$ cat config.mk
export PLATFORM = sky130hd
export DESIGN_NAME = gppb_queue
export DESIGN_NICKNAME = d
export VERILOG_FILES = /design/src/sv/gppb_pkg.sv /design/src/sv/gppb_queue.sv
export SDC_FILE = /design/constraint.sdc
export NUM_CORES = 1
export LEC_CHECK = 0
export ABC_AREA = 1
export BUFFER_PORTS_ARGS = -buffer_cell sky130_fd_sc_hd__buf_2
export CAP_MARGIN = 20
export CORE_MARGIN = 2
export CORE_UTILIZATION = 25
export DETAILED_ROUTE_END_ITERATION = 6
export PLACE_DENSITY = 0.5
export RECOVER_POWER = 50
export SLEW_MARGIN = 5
export SYNTH_ARGS = -nofsm -noshare
export SYNTH_HDL_FRONTEND = slang
export SYNTH_SLANG_ARGS = --single-unit
$ cat constraint.sdc
create_clock -name clk -period 5 [get_ports clk]
set_input_delay 0 -clock clk [delete_from_list [all_inputs] [get_ports clk]]
set_output_delay 0 -clock clk [all_outputs]
set_load 0.01 [all_outputs]
$ cat src/sv/gppb_pkg.sv
`default_nettype none
// ----------------------------------------------------------------------------
// gppb_pkg: shared types and constants for the grid point projection block
// Field widths, register codes and the fixed-point layout of the datapath.
// ----------------------------------------------------------------------------
package gppb_pkg;

	localparam int GRID_INDEX_BITS = 10;
	localparam int OUT_BITS        = 24;
	localparam int COEF_BITS       = 16;
	localparam int ZOOM_BITS       = 24;
	localparam int HSCALE_BITS     = 16;
	localparam int HEIGHT_BITS     = 16;
	localparam int CFG_DATA_BITS   = 24;
	localparam int CFG_INDEX_BITS  = 3;
	localparam int QUEUE_DEPTH     = 4;

	// Datapath layout.
	localparam int HPROD_BITS   = HSCALE_BITS + HEIGHT_BITS;
	localparam int HEIGHT_SHIFT = 8;                       // Q8.8 height factor
	localparam int ZS_BITS      = 24;                      // scaled height, |zs| <= 2^22
	localparam int SUM_BITS     = 40;                      // matrix sums, |s| < 2^38
	localparam int ZOOM_SPLIT   = 12;                      // zoom multiply in two halves
	localparam int PART_BITS    = SUM_BITS + ZOOM_SPLIT + 1;
	localparam int PROD_BITS    = 64;
	localparam int FRAC_SHIFT   = 26;                      // Q.14 times Q12.12

	localparam logic signed [OUT_BITS-1:0] OUT_MAX = {1'b0, {(OUT_BITS-1){1'b1}}};
	localparam logic signed [OUT_BITS-1:0] OUT_MIN = {1'b1, {(OUT_BITS-1){1'b0}}};

	typedef enum logic [CFG_INDEX_BITS-1:0] {
		REG_COEF_XX      = 3'd0,
		REG_COEF_YX      = 3'd1,
		REG_COEF_ZX      = 3'd2,
		REG_COEF_XY      = 3'd3,
		REG_COEF_YY      = 3'd4,
		REG_COEF_ZY      = 3'd5,
		REG_ZOOM_FACTOR  = 3'd6,
		REG_HEIGHT_SCALE = 3'd7
	} cfg_reg_t;

	typedef struct packed {
		logic [GRID_INDEX_BITS-1:0] col_index;
		logic [GRID_INDEX_BITS-1:0] row_index;
		logic signed [HEIGHT_BITS-1:0] height;
		logic first_point;
	} point_t;

	typedef struct packed {
		logic signed [OUT_BITS-1:0] proj_x;
		logic signed [OUT_BITS-1:0] proj_y;
		logic signed [OUT_BITS-1:0] min_x;
		logic signed [OUT_BITS-1:0] max_x;
		logic signed [OUT_BITS-1:0] min_y;
		logic signed [OUT_BITS-1:0] max_y;
	} result_t;

	typedef struct packed {
		logic signed [COEF_BITS-1:0] coef_xx;
		logic signed [COEF_BITS-1:0] coef_yx;
		logic signed [COEF_BITS-1:0] coef_zx;
		logic signed [COEF_BITS-1:0] coef_xy;
		logic signed [COEF_BITS-1:0] coef_yy;
		logic signed [COEF_BITS-1:0] coef_zy;
		logic [ZOOM_BITS-1:0] zoom_factor;
		logic signed [HSCALE_BITS-1:0] height_scale;
	} cfg_regs_t;

	// Projected point handed from the front pipeline to the bounds unit.
	typedef struct packed {
		logic first_point;
		logic signed [OUT_BITS-1:0] px;
		logic signed [OUT_BITS-1:0] py;
	} proj_t;

	// Queue handshake seen by the front pipeline.
	typedef struct packed {
		logic push;
	} queue_ctl_t;

endpackage
`default_nettype wire

$ cat src/sv/gppb_queue.sv
`default_nettype none
// ----------------------------------------------------------------------------
// gppb_queue: short queue between projection pipeline and bounds unit
// Circular buffer of projected points with a fill count.
// ----------------------------------------------------------------------------
module gppb_queue #(
	parameter int DEPTH = gppb_pkg::QUEUE_DEPTH
) (
	input  wire logic            clk,
	input  wire logic            arst_n,
	input  gppb_pkg::queue_ctl_t qctl,
	input  gppb_pkg::proj_t      push_data,
	output logic                 full,
	output logic                 not_empty,
	input  wire logic            pop,
	output gppb_pkg::proj_t      head
);
	import gppb_pkg::*;

	localparam int AW = (DEPTH > 1) ? $clog2(DEPTH) : 1;
	localparam int CW = $clog2(DEPTH + 1);

	proj_t          mem_q [DEPTH];
	logic [AW-1:0]  wr_ptr_q, rd_ptr_q;
	logic [CW-1:0]  count_q;
	logic           do_pop;

	assign full      = (count_q == CW'(DEPTH));
	assign not_empty = (count_q != '0);
	assign do_pop    = pop && not_empty;
	assign head      = mem_q[rd_ptr_q];

	function automatic logic [AW-1:0] next_ptr(input logic [AW-1:0] p);
		return (p == AW'(DEPTH - 1)) ? '0 : p + AW'(1);
	endfunction

	always_ff @(posedge clk or negedge arst_n) begin
		if (!arst_n) begin
			wr_ptr_q <= '0;
			rd_ptr_q <= '0;
			count_q  <= '0;
		end else begin
			if (qctl.push) begin
				wr_ptr_q <= next_ptr(wr_ptr_q);
			end
			if (do_pop) begin
				rd_ptr_q <= next_ptr(rd_ptr_q);
			end
			if (qctl.push && !do_pop) begin
				count_q <= count_q + CW'(1);
			end else if (do_pop && !qctl.push) begin
				count_q <= count_q - CW'(1);
			end
		end
	end

	always_ff @(posedge clk) begin
		if (qctl.push) begin
			mem_q[wr_ptr_q] <= push_data;
		end
	end

endmodule
`default_nettype wire

---- Word-level counts from Yosys, hierarchy flattened ----
Memory sizes are Yosys's and may differ from the RTL's.
Cells that the tools add are included.
storage, ports and cells
  register bits after elaboration ......... 7
  memory bits (writable) .................. 196
  output and inout bits ................... 51
  word-level logic and storage cells ...... 24
  memories kept ........................... 1
memories
  memory  depth  width  rd ports  clocked after memory_dff  write ports  RTL line          text
  mem_q   4      49     1         0                         1            gppb_queue.sv:23  proj_t mem_q [DEPTH];
cells by class
  add/sub/neg operators ................... 4
  equality and inequality tests ........... 3
  mux-type cells .......................... 6
  reduce and logical (&&, ||, !) cells .... 7
operators with widths
  cell                                              count
  two-way mux 3 bit                                 2
  adder 2 x 1 -> 2 bit, second input constant       2
  == test 2 bit, second input constant              2
  two-way mux 2 bit                                 2
  adder 3 x 1 -> 3 bit, second input constant       1
  == test 3 bit, second input constant              1
  logical AND 1 bit                                 3
  nonzero test 3 bit                                1
  subtractor 3 x 1 -> 3 bit, second input constant  1
  zero test 1 bit                                   2
  two-way mux 1 bit                                 2
  nonzero test 2 bit                                1

---- Logic depth before layout (Yosys ltp) ----
  word-level depth ........................ 5
  depth in mapped cells ................... 11

---- Worst setup path after synthesis ----
Ideal clock, no wire load.
  kind .................................... register -> register
  start point ............................. register wr_ptr_q[0]
  end point ............................... memory mem_q[2][0] (netlist name), enable pin
  library setup time ...................... 0.403 ns
  arrival ................................. 1.623 ns
  required time ........................... 4.597 ns
  path slack .............................. 2.974 ns
  cell stages (with the launch flop) ...... 5
  period minus slack after synthesis ...... 2.026 ns
  cells stage by stage .................... dfrtp_1 inv_1 ha_1 nand2_1 inv_1
RTL lines
  item                    RTL line          text
  from (decl)             gppb_queue.sv:24  logic [AW-1:0] wr_ptr_q, rd_ptr_q;
  from (signal assigned)  gppb_queue.sv:44  wr_ptr_q <= next_ptr(wr_ptr_q);
  to (decl)               gppb_queue.sv:23
No word-level cell before the write port.

==> impl_metrics.ini <==
[worst_setup_path]
startpoint_type = register
path_class = register to output port
reg2reg_slack_ns = 2.70
cp-end-kind = output port
path_max_fanout = 130
arrival_ns = 2.60
cp.required_ns = 5.00

[die]
core.rowCount = 67
ios = 104
die_h_um = 189
dieArea_um2 = 35500
start_util = 0.254
design.core.area_um2 = 33500
die_x_um = 189

[timing]
clock_skew_ns = 0.0100
grt_setup_unrepaired = no
clock.fmax_ghz = 0.385
slew_headroom = 0.419
fin_setup_tns_ns = 0
fin_crit_ns = 2.60
period_share = 0.520
final_max_slew_viol_count = 0
setup_viol = 0
holdWs_ns = 0.292
hold_viol_final = 0
tightestPinTransition_ns = 0.871

[synth]
yosys_warnings = 0
syn_inst = 627
synth_top_cell_area_share = 0.691
netlist_area_um2 = 8510
synth_seq_cells = 203
yosysTopAreaCell = edfxtp_1
yosysSeqAreaShare = 0.712
ys_types = 19
synth_area_leaders = edfxtp_1, o211ai_2, nand2_1
synth.avg_cell_area_um2 = 13.6
syn-num-nets = 687

[power_and_ir_drop]
p_per_area_nw_per_um2 = 553
peakVddDrop_uv = 313
total_power_mw = 5.86
p_leak_nw = 4.09

[job]
maxCapViolations = 0

[placed_design]
post-dp-hpwl_um = 9900
portBuffers = 103
globalplace.congestion = 0.687
dp.cells = 1151

[final_layout]
fin_cells = 1247
finish.utilization = 0.316
drive_above_1_share = 0.182
area_growth_pct = 24.5
fin_nets = 842
nFillCells = 3356

[detailed_routing]
dr_total_vias = 4999
drc = 0
vias_per_cell = 4.01
dr.pass1.iters = 4
ant_nets = 0
first_iter_violations = 258
wl_per_cell_um = 14.2
drt_wl_total_um = 17800

[clock_tree]
insertion_delay_ns = 0.51
cts_tree = done
htree_levels = 1
cts_buffers = 24
cts_sinks = 203
clockBufferDepth = 3
cts_resized = 0
cts_root_buffer = clkbuf_16
path_clk_slew_ns = 0.06

[global_routing]
grt_max_degree = 131
track_usage = 0.101
grt_pass1_vias = 4958
grt_pass1_wl_um = 28300
antenna_found_initial = 1
grt.overflow.total = 0

[worst_hold_path]
min-delay-path-class = input port to register

[status]
status = complete, no violations
-- stage by stage --
| step | setup slack, ns | area (µm²) |
|---|---|---|
| 3_3_place_gp | 2.96 | 9370 |
| 2_1_floorplan | 2.97 | 8510 |
| 6_report | 2.40 | 10600 |
| 3_5_place_dp | 2.93 | 9370 |
| 4_1_cts | 2.36 | 10700 |
| 5_1_grt | 2.14 | 10600 |
-- synth_stat cells --
cell and count:
buf_12 1, buf_2 15, buf_4 2, buf_6 15
dfrtp_1 7, edfxtp_1 196, fa_1 1, ha_1 6
inv_1 108, inv_4 1, nand2_1 166, nand3_1 3
nand4_1 1, nor2_1 3, nor3_1 1, o211ai_1 48
o211ai_2 50, o21ai_1 2, xnor2_1 1
-- registers in the layout (all words and copies together) (netlist names) --
register and cells:
mem_q 196, rd_ptr_q 2, wr_ptr_q 2, count_q 3
-- where the power goes --
part	switching, mW	total (mW)	internal (mW)
registers	0.170	2.36	2.19
clock network	0.657	1.67	1.01
logic	1.19	1.83	0.644
-- per-layer routing --
metal / part of all wire / GRT usage / wire, µm
met5: 0 / 0 / 0
met4: 0.027 / 0.0291 / 472
met3: 0.054 / 0.0248 / 967
met2: 0.44 / 0.157 / 7810
met1: 0.48 / 0.140 / 8510
-- final timing paths --
check	end	cells past startpoint	from
worst max register to register	mem_q[0][7]$_DFFE_PP_	5	wr_ptr_q[0]$_DFFE_PN0P_
worst max-delay path	head[33]	5	rd_ptr_q[0]$_DFFE_PN0P_
min in group asynchronous	count_q[0]$_DFFE_PN0P_	3	arst_n
max in group asynchronous	rd_ptr_q[0]$_DFFE_PN0P_	3	arst_n
worst min register to register	count_q[2]$_DFFE_PN0P_	2	count_q[2]$_DFFE_PN0P_
worst min-delay path	rd_ptr_q[1]$_DFFE_PN0P_	4	pop
-- cell type report --
type	instances	area [µm²]	share of cell area
clock buffer	33	656	0.0619
clock inverter	9	97.6	0.00921
multi-input combinational	282	1760	0.166
timing repair buffer	162	1040	0.0981
tap	448	561	0.0529
antenna	1	2.50	0.000236
sequential	203	6070	0.573
inverter	109	412	0.0389
-- critical path, cell delays in order (launching register included) --
cell and delay (ns):
dfrtp_4 0.92, buf_12 0.56, nand2_1 0.14, o211ai_2 0.09
nand2_1 0.09, buf_2 0.15
-- cells by family after synthesis --
family	share of synthesized area
adder cells (fa/ha/maj)	0.0112
AO/OA/AOI/OAI	0.117
XOR/XNOR	0.00103
buffers and inverters	0.0811
flip-flops	0.712
AND/OR/NAND/NOR	0.0776
-- what timing repair did --
item                      4_1_cts  5_1_grt
setup buffers                   0        0
hold buffers                   53        0
hold endpoints to repair      220        0
-- cells in the final DEF (no fill, tap or decap), types with 2 or more instances in the layout --
master         instances
edfxtp_1             196
nand2_1              166
inv_1                107
clkbuf_1              59
dlygate4sd3_1         53
buf_2                 52
o211ai_2              50
o211ai_1              48
clkbuf_16             25
ha_1                   6
clkinv_2               5
dfrtp_1                5
buf_4                  5
nor2_1                 3
nand3_1                3
o21ai_0                2
bufinv_16              2
(Power assumes the default switching activity.)
