$ cat src/sv/gppb_pkg.sv
`default_nettype none
// ----------------------------------------------------------------------------
// gppb_pkg: shared types and constants for the grid point projection block
// Field widths, register codes and the fixed-point layout of the datapath.
// ----------------------------------------------------------------------------
package gppb_pkg;

	localparam int GRID_INDEX_BITS = 10;
	localparam int OUT_BITS        = 24;
	localparam int COEF_BITS       = 16;
	localparam int ZOOM_BITS       = 24;
	localparam int HSCALE_BITS     = 16;
	localparam int HEIGHT_BITS     = 16;
	localparam int CFG_DATA_BITS   = 24;
	localparam int CFG_INDEX_BITS  = 3;
	localparam int QUEUE_DEPTH     = 4;

	// Datapath layout.
	localparam int HPROD_BITS   = HSCALE_BITS + HEIGHT_BITS;
	localparam int HEIGHT_SHIFT = 8;                       // Q8.8 height factor
	localparam int ZS_BITS      = 24;                      // scaled height, |zs| <= 2^22
	localparam int SUM_BITS     = 40;                      // matrix sums, |s| < 2^38
	localparam int ZOOM_SPLIT   = 12;                      // zoom multiply in two halves
	localparam int PART_BITS    = SUM_BITS + ZOOM_SPLIT + 1;
	localparam int PROD_BITS    = 64;
	localparam int FRAC_SHIFT   = 26;                      // Q.14 times Q12.12

	localparam logic signed [OUT_BITS-1:0] OUT_MAX = {1'b0, {(OUT_BITS-1){1'b1}}};
	localparam logic signed [OUT_BITS-1:0] OUT_MIN = {1'b1, {(OUT_BITS-1){1'b0}}};

	typedef enum logic [CFG_INDEX_BITS-1:0] {
		REG_COEF_XX      = 3'd0,
		REG_COEF_YX      = 3'd1,
		REG_COEF_ZX      = 3'd2,
		REG_COEF_XY      = 3'd3,
		REG_COEF_YY      = 3'd4,
		REG_COEF_ZY      = 3'd5,
		REG_ZOOM_FACTOR  = 3'd6,
		REG_HEIGHT_SCALE = 3'd7
	} cfg_reg_t;

	typedef struct packed {
		logic [GRID_INDEX_BITS-1:0] col_index;
		logic [GRID_INDEX_BITS-1:0] row_index;
		logic signed [HEIGHT_BITS-1:0] height;
		logic first_point;
	} point_t;

	typedef struct packed {
		logic signed [OUT_BITS-1:0] proj_x;
		logic signed [OUT_BITS-1:0] proj_y;
		logic signed [OUT_BITS-1:0] min_x;
		logic signed [OUT_BITS-1:0] max_x;
		logic signed [OUT_BITS-1:0] min_y;
		logic signed [OUT_BITS-1:0] max_y;
	} result_t;

	typedef struct packed {
		logic signed [COEF_BITS-1:0] coef_xx;
		logic signed [COEF_BITS-1:0] coef_yx;
		logic signed [COEF_BITS-1:0] coef_zx;
		logic signed [COEF_BITS-1:0] coef_xy;
		logic signed [COEF_BITS-1:0] coef_yy;
		logic signed [COEF_BITS-1:0] coef_zy;
		logic [ZOOM_BITS-1:0] zoom_factor;
		logic signed [HSCALE_BITS-1:0] height_scale;
	} cfg_regs_t;

	// Projected point handed from the front pipeline to the bounds unit.
	typedef struct packed {
		logic first_point;
		logic signed [OUT_BITS-1:0] px;
		logic signed [OUT_BITS-1:0] py;
	} proj_t;

	// Queue handshake seen by the front pipeline.
	typedef struct packed {
		logic push;
	} queue_ctl_t;

endpackage
`default_nettype wire

$ cat src/sv/gppb_back.sv
`default_nettype none
// ----------------------------------------------------------------------------
// gppb_back: running bounds and result register
// Merges each projected point into the bounds and holds the result
// until the downstream side takes it.
// ----------------------------------------------------------------------------
module gppb_back (
	input  wire logic        clk,
	input  wire logic        arst_n,
	input  wire logic        head_valid,
	input  gppb_pkg::proj_t  head,
	output logic             pop,
	output logic             result_valid,
	input  wire logic        result_stall,
	output gppb_pkg::result_t result
);
	import gppb_pkg::*;

	logic signed [OUT_BITS-1:0] min_x_q, max_x_q, min_y_q, max_y_q;
	logic signed [OUT_BITS-1:0] min_x_n, max_x_n, min_y_n, max_y_n;
	logic take;

	assign take = result_valid && !result_stall;
	assign pop  = head_valid && (!result_valid || take);

	always_comb begin
		if (head.first_point) begin
			min_x_n = head.px;
			max_x_n = head.px;
			min_y_n = head.py;
			max_y_n = head.py;
		end else begin
			min_x_n = (head.px < min_x_q) ? head.px : min_x_q;
			max_x_n = (head.px > max_x_q) ? head.px : max_x_q;
			min_y_n = (head.py < min_y_q) ? head.py : min_y_q;
			max_y_n = (head.py > max_y_q) ? head.py : max_y_q;
		end
	end

	always_ff @(posedge clk or negedge arst_n) begin
		if (!arst_n) begin
			result_valid <= 1'b0;
			min_x_q      <= OUT_MAX;
			max_x_q      <= OUT_MIN;
			min_y_q      <= OUT_MAX;
			max_y_q      <= OUT_MIN;
		end else if (pop) begin
			result_valid <= 1'b1;
			min_x_q      <= min_x_n;
			max_x_q      <= max_x_n;
			min_y_q      <= min_y_n;
			max_y_q      <= max_y_n;
		end else if (take) begin
			result_valid <= 1'b0;
		end
	end

	always_ff @(posedge clk) begin
		if (pop) begin
			result <= '{proj_x: head.px, proj_y: head.py,
				min_x: min_x_n, max_x: max_x_n, min_y: min_y_n, max_y: max_y_n};
		end
	end

endmodule
`default_nettype wire

$ cat config.mk
export PLATFORM = sky130hd
export DESIGN_NAME = gppb_back
export DESIGN_NICKNAME = d
export VERILOG_FILES = /design/src/sv/gppb_pkg.sv /design/src/sv/gppb_back.sv
export SDC_FILE = /design/constraint.sdc
export NUM_CORES = 1
export LEC_CHECK = 0
export BUFFER_PORTS_ARGS = -buffer_cell sky130_fd_sc_hd__buf_2
export CORE_ASPECT_RATIO = 0.7
export CORE_UTILIZATION = 52
export CTS_CLUSTER_DIAMETER = 150
export DETAILED_ROUTE_END_ITERATION = 10
export PLACE_DENSITY = 0.73
export RECOVER_POWER = 50
export SLEW_MARGIN = 15
export SYNTH_ARGS = -nofsm -noshare
export SYNTH_HDL_FRONTEND = slang
export SYNTH_SLANG_ARGS = --single-unit
$ cat constraint.sdc
create_clock -name clk -period 7.8 [get_ports clk]
set_input_delay 1.56 -clock clk [delete_from_list [all_inputs] [get_ports clk]]
set_output_delay 1.56 -clock clk [all_outputs]
set_load 0.02 [all_outputs]
== Word level (Yosys, flattened, before mapping) ==
Index checks and enable logic that the tools add are counted.

* Flip-flop bits (word level): 241
* Bits of input ports: 53
* Output and inout port bits: 146

* $lt $le $gt $ge: 4
* Multiplexer cells: 10
* Reductions and logical operators: 6

{| class="wikitable"
|+ Operator list
! cell !! count
|-
| $mux 24 || 8
|-
| $gt 24x24->1 || 2
|-
| $lt 24x24->1 || 2
|-
| $logic_and 1x1->1 || 2
|-
| $logic_not 1->1 || 2
|-
| $mux 1 || 2
|-
| $reduce_bool 2->1 || 1
|-
| $logic_or 1x1->1 || 1
|}

== Longest topological paths before layout ==
* Word-level depth: 5
* Depth in mapped cells: 10
* Depth with buffers taken out: 8

== Least setup slack after synthesis ==
Ideal clock, no wire load.

* Kind: input -> output
* Start: input port result_stall
* End: output port pop
* Data arrival time: 6.608 ns
* Data required time: 6.240 ns
* Setup slack: -0.368 ns
* Stages on the path: 6
* Cell sequence: nand2_1 > nand2_1 > clkbuf_1 > inv_2 > buf_1 > clkbuf_1

* Word-level cells in the longest chain between the ends: 4

{| class="wikitable"
|+ RTL lines
! element !! line !! text
|-
| start, declared || gppb_back.sv:14 || <nowiki>input wire logic result_stall,</nowiki>
|-
| $logic_not 1->1 || gppb_back.sv:23 || <nowiki>assign take = result_valid && !result_stall;</nowiki>
|-
| $logic_and 1x1->1 || gppb_back.sv:23 ||
|-
| $logic_or 1x1->1 || gppb_back.sv:24 || <nowiki>assign pop = head_valid && (!result_valid || take);</nowiki>
|-
| $logic_and 1x1->1 || gppb_back.sv:24 ||
|-
| end, declared || gppb_back.sv:12 || <nowiki>output logic pop,</nowiki>
|}

No other way between the ends.

== Final worst setup path ==
Ends and elaborated chain as after synthesis.

==> results_dict.tcl <==
set metrics [dict create \
    start_util_pct 53.0 \
    ys_seq_area_share_pct 50.1 \
    mostFrequentLayoutCell "clkbuf_1" \
    failed_checks "capacitance limit, slew limit" \
    combPwrFrac_pct 42.8 \
    worstSetupStartpoint "result_stall" \
    dp.cells 1654 \
    dr_wl_met3_um 2830 \
    dpl-instance-area_um2 15000 \
    ir_drop_uv 209 \
    avgSynthCellArea_um2 11.6 \
    cts_hold_buf 0 \
    core-area_um2 25700 \
    grt_setup_unrepaired "no" \
    wl_met1_um 16700 \
    postSynthCellCount 1171 \
    finalCritPeriodShare_pct 57.9 \
    antenna_found_initial 0 \
    cts_tree "yes" \
    cp-start-kind "input pin" \
    ios 199 \
    r2r-start "min_x_q[22]" \
    portBuffers 198 \
    critPathCapture "pop" \
    grt_pass1_wl_um 54900 \
    setup_violations 0 \
    ys_types 53 \
    async_flop_share_pct 40.2 \
    clk_pin_slew_worst_paths_ns 0.06 \
    grt_max_degree 85 \
    grt_usage_pct 26.1 \
    critical_path_class "input pin to primary output" \
    syn_area_um2 13600 \
    fmax_mhz 221 \
    p_leak_nw 6.09 \
    grt_pass1_vias 9955 \
    drtPass1Iterations 5 \
    p_int_w 0.00357 \
    cts_resized 0 \
    tightest_slew_ns 2.18 \
    cts-buffers-inserted 25 \
    layout_common_cells "clkbuf_1 (164), mux2_2 (149), edfxtp_1 (144), inv_1 (96), ha_1 (93)" \
    drv_slew 38 \
    area_delta_synth_final_pct 14.3 \
    end_kind "primary output" \
    switching_share_pct 38.4 \
    ys.flop_type "edfxtp_1" \
    drtIter0Drc 876 \
    antenna_left 0 \
    h-tree-depth 1 \
    min_path_type "flop to flop" \
    vias 10300 \
    drv_cap 1 \
    finalClockSkew_ns 0.0104 \
    critPathRequiredTime_ns 6.24 \
    wl_um 35100 \
    clk_latency_ns 0.53 \
    rr_worst_depth 8 \
    viasPerCell 6.07 \
    top_layer "met4" \
    antenna_cells 0 \
    timing.rr.end "result[91]" \
    fin_nets 1497 \
    place.gp.congestion 0.868 \
    fin_cells 1700 \
    fin_setup_tns_ns 0 \
    synth_nets 1318 \
    cp.arrival_ns 2.96 \
    dieArea_um2 26800 \
    multi_input_comb_area_um2 6240 \
    yosys_warnings 0 \
    finalHoldViolations 0 \
    num-fill-cells 2149 \
    path_max_fanout 84 \
    layout_min_cycle_time_ns 4.52 \
    clk_path_buf_depth 3 \
    seqCellArea_um2 6810 \
    met2_length_um 15000 \
    wl_per_cell_um 20.7 \
    hold_start "min_y_q[23]" \
    clock_sinks 241 \
    die_y_um 137 \
    drc_errors 0 \
    dp_hpwl_um 22700 \
    drive_above_1_share_pct 22.6 \
    outcome "finished with violations" \
    grt-ovfl-total 0 \
    synth-edff-count 144 \
    fin_area_um2 15600 \
    die_w_um 195 \
    cts_setup_buffers 0 \
    row_count 49 \
    power_frac_seq_pct 37.1 \
    power_density_nw_per_um2 372 \
    root_buffer "clkbuf_16" \
    maxSlewHeadroom_pct -45.1 \
    power_frac_clock_pct 20.0 \
    p_switching_w 0.00222 \
    ys_ff_latch 241 \
    rrSetupSlack_ns 4.20 \
]
==> cell families after synthesis <==
group           Yosys count  share of synthesized area [%]
flops                   241                           50.1
buf+inv                 162                           4.75
fa+ha+maj                94                           8.64
compound gates          234                           12.3
mux                     165                           13.7
simple gates            275                           10.5
==> critical path, cell delays in order <==
cell	delay (ns)
buf_2	0.08
nand2_1	0.06
nand2_1	0.08
buf_4	0.47
inv_8	0.32
buf_2	0.28
==> metal layers <==
layer	vias up	global-route usage, %
met5	-	0
met4	0	6.47
met3	44	4.77
met2	461	38.8
met1	5006	39.3
li1	4807	-
==> Yosys cell counts, types with 3 or more instances <==
master | count | area share (%)
a2111oi_0 | 4 | 0.26
a211oi_1 | 51 | 2.8
a21o_1 | 6 | 0.33
a21oi_1 | 34 | 1.3
a221o_1 | 3 | 0.22
a22o_1 | 24 | 1.5
a22oi_1 | 24 | 1.3
a31oi_1 | 6 | 0.28
a41oi_1 | 23 | 1.5
and2_1 | 23 | 1.1
buf_2 | 15 | 0.55
clkbuf_1 | 45 | 1.2
dfrtp_1 | 49 | 9.0
dfstp_2 | 48 | 9.3
edfxtp_1 | 144 | 32
ha_1 | 94 | 8.6
inv_1 | 96 | 2.6
mux2_1 | 16 | 1.3
mux2_2 | 149 | 12
nand2_1 | 71 | 2.0
nand2b_1 | 5 | 0.23
nand3_1 | 82 | 3.0
nand4_1 | 38 | 1.7
nor2_1 | 12 | 0.33
nor2b_1 | 28 | 1.3
nor4_1 | 3 | 0.14
o211ai_1 | 4 | 0.22
o21ai_0 | 37 | 1.4
or2_2 | 3 | 0.14
or3_1 | 3 | 0.14
==> through the flow <==
stage	hold slack, ns	total power, W	utilization (%)	worst slack [ns]
floorplan	0.479	0.00391	-	1.86
global placement	0.488	0.00456	58.3	3.24
detailed placement	0.506	0.00464	58.3	3.17
CTS	0.525	0.00583	61.3	3.33
global route	0.546	0.00616	60.5	3.20
finish	0.518	0.00579	60.5	3.28
==> area by class of cell <==
| cell class | instances | area share (%) |
|---|---|---|
| inverter | 97 | 2.39 |
| clock buffer | 32 | 4.26 |
| multi-input combinational | 768 | 40.1 |
| timing repair buffer | 217 | 6.02 |
| tap | 331 | 2.66 |
| sequential | 241 | 43.8 |
| clock inverter | 14 | 0.748 |
==> flip-flops by register name (all words and copies together), names as in the netlist <==
| name | count |
|---|---|
| min_x_q | 24 |
| result_valid | 1 |
| max_x_q | 24 |
| max_y_q | 24 |
| result | 144 |
| min_y_q | 24 |
==> power groups by stage <==
stage	combinational [W]	sequential [W]	clock [W]
after floorplan	0.00166	0.00225	0
after global placement	0.00241	0.00215	0
after detailed placement	0.00248	0.00217	0
after CTS	0.00249	0.00215	0.00119
after global routing	0.00272	0.00220	0.00123
final	0.00248	0.00215	0.00116
==> worst min path at each step <==
stage | end | depth (start not counted) | slack, ns
floorplan | min_y_q[23] | 1 | 0.48
global placement | result_valid | 2 | 0.49
detailed placement | result_valid | 2 | 0.51
CTS | min_y_q[23] | 1 | 0.52
global route | max_y_q[5] | 1 | 0.55
finish | min_y_q[23] | 1 | 0.52
Note: power is estimated with default switching activity, not from simulation.
